**src/sv/rrbc_pkg.sv**
```systemverilog
package rrbc_pkg;

    localparam int COORD_BITS_DEFAULT = 16;

endpackage

```
**src/sv/rrbc_prep.sv**
```systemverilog
// Stage 1: box corners (combinational), then registered edge vectors, point offsets and corner-in-box flags.
module rrbc_prep #(
    parameter int CB = rrbc_pkg::COORD_BITS_DEFAULT
) (
    input  logic                  clk,
    input  logic                  en,
    input  logic signed [CB-1:0]  qx [4],
    input  logic signed [CB-1:0]  qy [4],
    input  logic signed [CB-1:0]  left,
    input  logic signed [CB-1:0]  top,
    input  logic        [CB-2:0]  width,
    input  logic        [CB-2:0]  height,
    output logic signed [CB+1:0]  qex_reg [4],
    output logic signed [CB+1:0]  qey_reg [4],
    output logic signed [CB+1:0]  bex_reg [4],
    output logic signed [CB+1:0]  bey_reg [4],
    output logic signed [CB+1:0]  offx_reg [4][4],
    output logic signed [CB+1:0]  offy_reg [4][4],
    output logic        [3:0]     cin_reg
);
    import rrbc_pkg::*;

    localparam int W = CB + 2;

    logic signed [W-1:0] bx [4];
    logic signed [W-1:0] by [4];
    logic signed [W-1:0] px [4];
    logic signed [W-1:0] py [4];

    always_comb
    begin
        for (int i = 0; i < 4; i++)
        begin
            px[i] = W'(qx[i]);
            py[i] = W'(qy[i]);
        end
        bx[0] = W'(left);
        by[0] = W'(top);
        bx[1] = W'(left) + W'({1'b0, width});
        by[1] = W'(top);
        bx[2] = bx[1];
        by[2] = W'(top) + W'({1'b0, height});
        bx[3] = W'(left);
        by[3] = by[2];
    end

    always_ff @(posedge clk)
    begin
        if (en)
        begin
            for (int i = 0; i < 4; i++)
            begin
                qex_reg[i] <= px[(i + 1) % 4] - px[i];
                qey_reg[i] <= py[(i + 1) % 4] - py[i];
                bex_reg[i] <= bx[(i + 1) % 4] - bx[i];
                bey_reg[i] <= by[(i + 1) % 4] - by[i];
                cin_reg[i] <= (px[i] >= bx[0]) && (px[i] <= bx[2])
                           && (py[i] >= by[0]) && (py[i] <= by[2]);
                // Offset from quad corner i to box corner j.
                for (int j = 0; j < 4; j++)
                begin
                    offx_reg[i][j] <= bx[j] - px[i];
                    offy_reg[i][j] <= by[j] - py[i];
                end
            end
        end
    end
endmodule

```
**config.mk**
```make
export PLATFORM = sky130hd
export DESIGN_NAME = rrbc_prep
export DESIGN_NICKNAME = d
export VERILOG_FILES = /design/src/sv/rrbc_pkg.sv /design/src/sv/rrbc_prep.sv
export SDC_FILE = /design/constraint.sdc
export NUM_CORES = 1
export LEC_CHECK = 0
export BUFFER_PORTS_ARGS = -buffer_cell sky130_fd_sc_hd__buf_2
export CAP_MARGIN = 10
export CORE_AREA = 3 3 418 420
export CTS_CLUSTER_DIAMETER = 100
export DETAILED_ROUTE_END_ITERATION = 16
export DIE_AREA = 0 0 421 423
export HOLD_SLACK_MARGIN = 0.08
export PLACE_DENSITY = 0.55
export SETUP_SLACK_MARGIN = 0.1
export SLEW_MARGIN = 20
export SYNTH_ARGS = -nofsm -noshare
export SYNTH_HDL_FRONTEND = slang
export SYNTH_SLANG_ARGS = --single-unit
```
**constraint.sdc**
```tcl
create_clock -name clk -period 4.45 [get_ports clk]
set_input_delay 0.445 -clock clk [delete_from_list [all_inputs] [get_ports clk]]
set_output_delay 0.445 -clock clk [all_outputs]
set_load 0.005 [all_outputs]
```
After elaboration in Yosys (flattened, before gate mapping)
Index checks and enable logic that the tools add are counted.
Widths: inputs -> output; s select.

operators by class
  add/sub/neg operators = 34
  order comparisons = 16
  reduce and logical (&&, ||, !) cells = 12

operators with widths
  operator           count
  $sub 16x16->17     18
  $sub 17x16->18     10
  $le 16x17->1       8
  $ge 16x16->1       8
  $sub 16x17->18     2
  $sub 17x17->18     2
  $add 16x16->17     2
  $logic_and 1x1->1  12

word-level totals
  flip-flop bits (word level) = 580
  input bits = 192
  output and inout port bits = 868
  word-level logic and storage cells = 95

Depth between registers and ports, before layout
Gate-level depths: netlist of the first run.

  word-level depth = 5
  depth in mapped cells = 20

Worst setup path after synthesis of the first run
Ideal clock, no wire load.

  path kind = input to register
  start point = input width[0]
  end point = register bex_reg[34] in the netlist's numbering, data pin
  arrival = 4147 ps
  required time = 4186 ps
  setup slack = 39 ps
  cell stages on the path = 20
  path buffers = 1
  cells stage by stage = ha_1 -> inv_1 -> fa_1 -> nor2b_1 -> o21ai_1 -> a211oi_1 -> o21ai_0 -> nor2b_1 -> o21bai_1 -> a21o_1 -> xor2_1 -> ha_1 -> clkbuf_1 -> and2_1 -> or3_1 -> o21ai_0 -> a21oi_1 -> a211o_1 -> mux2i_1 -> a22oi_1

on the way
  cells in the longest elaborated chain, start to end = 2

ends and longest elaborated chain
  what                             RTL line         source
  from (decl)                      rrbc_prep.sv:11  input logic [CB-2:0] width,
  $add 16x16->17                   rrbc_prep.sv:39  bx[1] = W'(left) + W'({1'b0, width});
  $sub 16x17->18                   rrbc_prep.sv:55  bex_reg[i] <= bx[(i + 1) % 4] - bx[i];
  to (signal, indexed assignment)  rrbc_prep.sv:55
  to (decl)                        rrbc_prep.sv:15  output logic signed [CB+1:0] bex_reg [4],

Every way passes these cells.
A chain may end at the register's enable or synchronous reset.

Worst setup path in the final report of the first run
  start point = input width[0]
  end point = register cin_reg[0], data pin

on the way
  cells in the longest elaborated chain, start to end = 5

ends and longest elaborated chain
  what                             RTL line         source
  $add 16x16->17                   rrbc_prep.sv:39
  $le 16x17->1                     rrbc_prep.sv:57  cin_reg[i] <= (px[i] >= bx[0]) && (px[i] <= bx[2])
  $logic_and 1x1->1                rrbc_prep.sv:57
  $logic_and 1x1->1 (2 in series)  rrbc_prep.sv:58  && (py[i] >= by[0]) && (py[i] <= by[2]);
  to (signal, indexed assignment)  rrbc_prep.sv:57
  to (decl)                        rrbc_prep.sv:19  output logic [3:0] cin_reg

Every way passes these cells.

==> results.cfg, run 1 <==
[worst_setup_path]
path_depth = 20
crit_buf_inv = 3
startpoint_type = input pin
path_class = input pin to register
worstPathRequired_ns = 5.00
end_kind = register
path_delay_family = compound AO/OA/AOI/OAI gates
path_max_fanout = 3
cp_slowest_cell = a2111oi_0
cp_common_cell = ha_1
startpoint = width[0]
worstPathCellList = buf_2 -> ha_1 -> inv_1 -> fa_1 -> nor2b_2 -> o21ai_1 -> a211oi_1 -> o21ai_0 -> nor2b_1 -> o21bai_1 -> buf_4 -> a41o_1 -> xor2_1 -> ha_1 -> nand4_1 -> nor4_2 -> nor2_1 -> a2111oi_0 -> o31a_1 -> and4_1
crit_end = cin_reg[0]
slowest_delay_ns = 0.43
worstPathArrival_ns = 4.68

[global_route]
grt_antenna_before_repair = 34
grt_use_total = 0.202
grt_pass1_vias = 32658
grt_max_degree = 107
grt_pass1_wl_microns = 255000
overflow = 0

[timing]
relSlewSlack = 0.466
finalSetupViolCount = 0
fin_crit_ns = 4.13
hold_viol_final = 0
grt_setup_unrepaired = false
timing.final.crit_share = 0.928
max_freq_ghz = 0.242
tns_ns = 0
hold_ws_ns = 0.176
drv_slew = 0
tightest_slew_ns = 0.794

[pwr]
power_density_mw_per_mm2 = 456
p_comb_frac = 0.412
p_int_w = 0.0143
seq_power_share = 0.325
switchingPower_w = 0.00865
p_clk_frac = 0.263
switching_share = 0.377
finalPower_w = 0.0229
leakage_nw = 22.8
ir_worst_vdd_mv = 0.245

[route]
wl_per_cell_microns = 24.9
drcViolationCount = 0
vias_per_cell = 4.58
vias = 34339
drt_iter0_drc = 2392
first_pass_iters = 8
totalWireLength_microns = 187000
antenna_left = 0

[synth]
yosys-top-cells-area = edfxtp_1 37%, ha_1 15%, buf_4 7.1%, xnor2_1 6.4%, a21oi_1 3.6%
yosysWarningCount = 0
synth-seq-cells = 490
syn_area_per_cell_sq_um = 9.81
synth_top_area_share = 0.367
syn_area_sq_mm = 0.0401
synth_edf_count = 490
ys_types = 80
synth.largest_area_cell = edfxtp_1
synth_top_flop_cell = edfxtp_1
synthCells = 4087
ys_async_sr_fraction = 0
synth_seq_area_share = 0.367

[cts]
clock-sinks = 490
clockBufferDepth = 3
cts_root_buf = clkbuf_16
cts_made_buffers = 71
clk_pin_slew_ns = 0.07
postCtsSetupRepairBufs = 0
cts_tree = yes
htree_levels = 3

[floorplanning]
die_x_microns = 421
fp.coreArea_sq_mm = 0.171
fp.dieH_microns = 423
placementRows = 152
initial_core_util = 0.234
io_pins = 1060
die_area_sq_mm = 0.178

[place]
place_congestion = 0.928
port-buffer-count = 987
post-dp-hpwl_microns = 162000

[flow_run]
max_cap_viol_count = 0

[status]
status = complete, no violations

[layout]
area_growth_pct = 25.3
drive_gt1_frac = 0.287
nets = 5840

[worst_hold_path]
hold_path_class = input pin to register
## layout make-up
type | count | area [sq um]
Timing Repair Buffer | 1298 | 7420
Clock buffer | 79 | 1890
Clock inverter | 48 | 536
Tap cell | 2310 | 2890
Multi-Input combinational cell | 2892 | 21300
Sequential cell | 490 | 14700
Antenna cell | 13 | 32.5
Fill cell | 17998 | 121000
Inverter | 373 | 1400
## power groups by stage
stage | sequential [W] | combinational (W) | clock [W]
floorplan | 0.00713 | 0.00533 | 0
global placement | 0.00757 | 0.00943 | 0
detailed placement | 0.00756 | 0.00944 | 0
CTS | 0.00750 | 0.00951 | 0.00619
global route | 0.00753 | 0.0103 | 0.00637
finish | 0.00745 | 0.00943 | 0.00604
## per-stage QoR
step                      worst slack (ns)  utilization  area [sq um]  cells
after floorplan                      0.116            -         40400   4158
after global placement              -0.428        0.279         47700   7363
after detailed placement            -0.456        0.279         47700   7363
after CTS                            0.300        0.293         50200   7490
after global routing                 0.111        0.293         50200   7499
final                                0.321        0.293         50200   7503
## per-layer routing
metal	wire length, microns	GRT usage
met1	69000	0.215
met2	100000	0.386
met3	8040	0.0303
met4	9610	0.0952
met5	53	0
## cell usage in the layout, fill, tap and decap left out, types with 30 or more instances in the layout
| cell type | synthesis | layout |
|---|---|---|
| nand2_1 | 160 | 160 |
| xnor2_1 | 292 | 291 |
| a31oi_1 | 46 | 46 |
| nor3_1 | 129 | 129 |
| nand3_1 | 82 | 82 |
| and3_1 | 38 | 38 |
| nor2b_1 | 88 | 86 |
| ha_1 | 492 | 492 |
| xor2_1 | 78 | 76 |
| o21a_1 | 63 | 63 |
| conb_1 | 1 | 72 |
| o21bai_1 | 35 | 35 |
| buf_4 | 378 | 300 |
| o21ai_0 | 157 | 157 |
| clkbuf_16 | 0 | 75 |
| buf_2 | 8 | 986 |
| nand4_1 | 38 | 38 |
| a21oi_1 | 286 | 286 |
| a21o_1 | 88 | 88 |
| edfxtp_1 | 490 | 490 |
| inv_1 | 373 | 373 |
| nor2_1 | 297 | 296 |
| or3_1 | 34 | 34 |
| fa_1 | 30 | 30 |
| nand2b_1 | 40 | 40 |
## cells by family after synthesis
group | synth area share
simple gates | 0.120
compound gates | 0.155
buf+inv | 0.108
fa+ha+maj | 0.169
flops | 0.367
xor+xnor | 0.0808
mux | 0.000749
other cells | 0.0000935
## worst min path at each step
stage | start | to | slack [ns] | cells after the start
floorplan | en | bex_reg[19] | 0.56 | 0
finish | left[0] | bex_reg[54] | 0.18 | 3
global route | left[0] | bex_reg[54] | 0.14 | 3
CTS | top[0] | bey_reg[36] | 0.1 | 3
global placement | qex_reg[22] | qex_reg[22] | 0.84 | 1
detailed placement | qex_reg[41] | qex_reg[41] | 0.84 | 1
## cells in the mapped netlist, types with 14 or more instances
cell type / number
nand2_1: 160
nand2b_1: 40
a21boi_0: 15
fa_1: 30
o41ai_1: 19
and2_1: 22
o31ai_1: 14
o211ai_1: 19
o21bai_1: 35
xnor2_1: 292
o21a_1: 63
or2_2: 22
o21ai_0: 157
o2111ai_1: 16
inv_1: 373
edfxtp_1: 490
or3_1: 34
o21ai_1: 18
xor2_1: 78
ha_1: 492
a31o_2: 16
a21o_1: 88
clkbuf_1: 16
and3_1: 38
a211oi_1: 22
nand4_1: 38
a31oi_1: 46
nor3_1: 129
buf_4: 378
o31a_1: 15
nor2_1: 297
nor2b_1: 88
nand3_1: 82
a21oi_1: 286
## repair_timing
| action | 4_1_cts | 5_1_grt |
|---|---|---|
| endpoints found under the setup margin | 0 | 6 |
| gates resized for setup | 0 | 9 |
| hold buffers | 0 | 0 |
No activity file was read; power rests on OpenSTA's default activity.
==> run 2, diff against run 1 <==
--- a/config.mk
+++ b/config.mk
@@ -13,6 +13,7 @@
 export DIE_AREA = 0 0 421 423
 export HOLD_SLACK_MARGIN = 0.08
 export PLACE_DENSITY = 0.55
+export REMOVE_ABC_BUFFERS = 1
 export SETUP_SLACK_MARGIN = 0.1
 export SLEW_MARGIN = 20
 export SYNTH_ARGS = -nofsm -noshare
==> run 2 against run 1 <==
Effect of this change:
- critical path depth up 2
- non-clock buffer count up 10
- cell count up 0.15%
- critical endpoint is now cin_reg[2]
==> results.cfg, run 2 (synthesis gave the netlist of run 1 again) <==
[status]
status = complete, no violations

[timing]
finalSetupViolCount = 0
fin_crit_ns = 4.15
max_freq_ghz = 0.241
timing.final.crit_share = 0.933
hold_viol_final = 0
grt_setup_unrepaired = false
drv_slew = 0
tightest_slew_ns = 0.884
relSlewSlack = 0.410
tns_ns = 0

[floorplanning]
io_pins = 1060
fp.coreArea_sq_mm = 0.171
die_x_microns = 421
initial_core_util = 0.234
die_area_sq_mm = 0.178
fp.dieH_microns = 423
placementRows = 152

[layout]
mostFrequentLayoutCells = 986 x buf_2, 492 x ha_1, 490 x edfxtp_1
fillers = 18014
drive_gt1_frac = 0.287
nets = 5847
seq_area_sq_mm = 0.0147
multiInputGateArea_sq_mm = 0.0213
area_growth_pct = 25.1
fin_cells = 7514
stdcell_area_sq_mm = 0.0502
fin_util = 0.293
layout_commonest_cell = buf_2

[place]
placed_cell_area_sq_mm = 0.0478
post-dp-hpwl_microns = 167000
post-place-cells = 7373
place_congestion = 0.944
port-buffer-count = 987

[route]
antenna_left = 0
drcViolationCount = 0
first_pass_iters = 6
vias = 34783
totalWireLength_microns = 192000
wl_per_cell_microns = 25.5
vias_per_cell = 4.63
drt_iter0_drc = 2496

[cts]
clk_pin_slew_ns = 0.06
htree_levels = 3
cts_tree = yes
clockBufferDepth = 3
cts_made_buffers = 68
postCtsSetupRepairBufs = 0
clock-sinks = 490
postCtsHoldBufs = 0
cts_root_buf = clkbuf_16

[pwr]
ir_worst_vdd_mv = 0.271
leakage_nw = 22.8
finalPower_w = 0.0226
power_density_mw_per_mm2 = 451

[global_route]
grt_antenna_before_repair = 48
overflow = 0
grt_max_degree = 81
grt_use_total = 0.206
grt_pass1_vias = 32435
grt-busiest-layer = met2
grt_use_met1 = 0.223
gr-usage-met3 = 0.0313
grt_pass1_wl_microns = 259000
met2_usage = 0.386

[worst_hold_path]
hold_path_class = input pin to register

[worst_setup_path]
startpoint_type = input pin
end_kind = register
path_class = input pin to register
worstPathArrival_ns = 4.67
path_max_fanout = 4
worstPathRequired_ns = 4.97

[flow_run]
max_cap_viol_count = 0
==> run 2: path summary, 6_finish.rpt <==
check	startpoint	end	cells after the start
setup / recovery	top[0]	cin_reg[2]	22
hold / removal	left[0]	bex_reg[54]	3
==> run 2: critical path, stage by stage <==
cell	delay, ns
buf_2	0.09
ha_1	0.17
inv_1	0.07
fa_1	0.41
nor2b_1	0.14
o21ai_0	0.12
a21boi_0	0.21
buf_4	0.16
o41ai_2	0.06
buf_4	0.16
o21ai_2	0.19
buf_4	0.15
a21oi_1	0.07
xnor2_1	0.42
buf_4	0.27
ha_1	0.22
nand2_1	0.12
nor2_4	0.19
nand4_1	0.35
and3_1	0.33
nand3_1	0.13
o2111a_1	0.19
==> run 2: area by class of cell <==
class / count / area share
antenna: 17 / 0.000848
clock buffer: 81 / 0.0362
clock inverter: 43 / 0.00861
inverter: 373 / 0.0279
multi-input combinational: 2892 / 0.426
sequential: 490 / 0.293
tap: 2310 / 0.0576
timing repair buffer: 1308 / 0.150
==> run 2: timing repair <==
| item | CTS | global route |
|---|---|---|
| setup endpoints to repair | 0 | 9 |
| resized for setup | 0 | 9 |
| endpoints found under the hold margin | 0 | 0 |
==> run 2: where the power goes <==
group | total, W | switching [W] | internal, W | leakage, nW
registers | 0.00743 | 0.000869 | 0.00656 | 4.79
logic | 0.00957 | 0.00546 | 0.00411 | 16.9
clock network | 0.00562 | 0.00237 | 0.00325 | 1.08
total | 0.0226 | 0.00870 | 0.0139 | 22.8
==> run 2: routing by layer <==
metal  up-vias  share of wire  routed length, microns
met1     16675           0.37                   70500
met3       300          0.050                    9540
met4        22          0.056                   10800
li1      16417              -                       -
met2      1369           0.53                  101000
met5         -        0.00059                     114
==> run 2: through the flow <==
stage	hold slack [ns]	worst slack [ns]
2_1_floorplan	0.557	0.131
3_3_place_gp	0.844	-0.434
3_5_place_dp	0.842	-0.492
4_1_cts	0.102	0.158
5_1_grt	0.177	0.0991
6_report	0.188	0.300
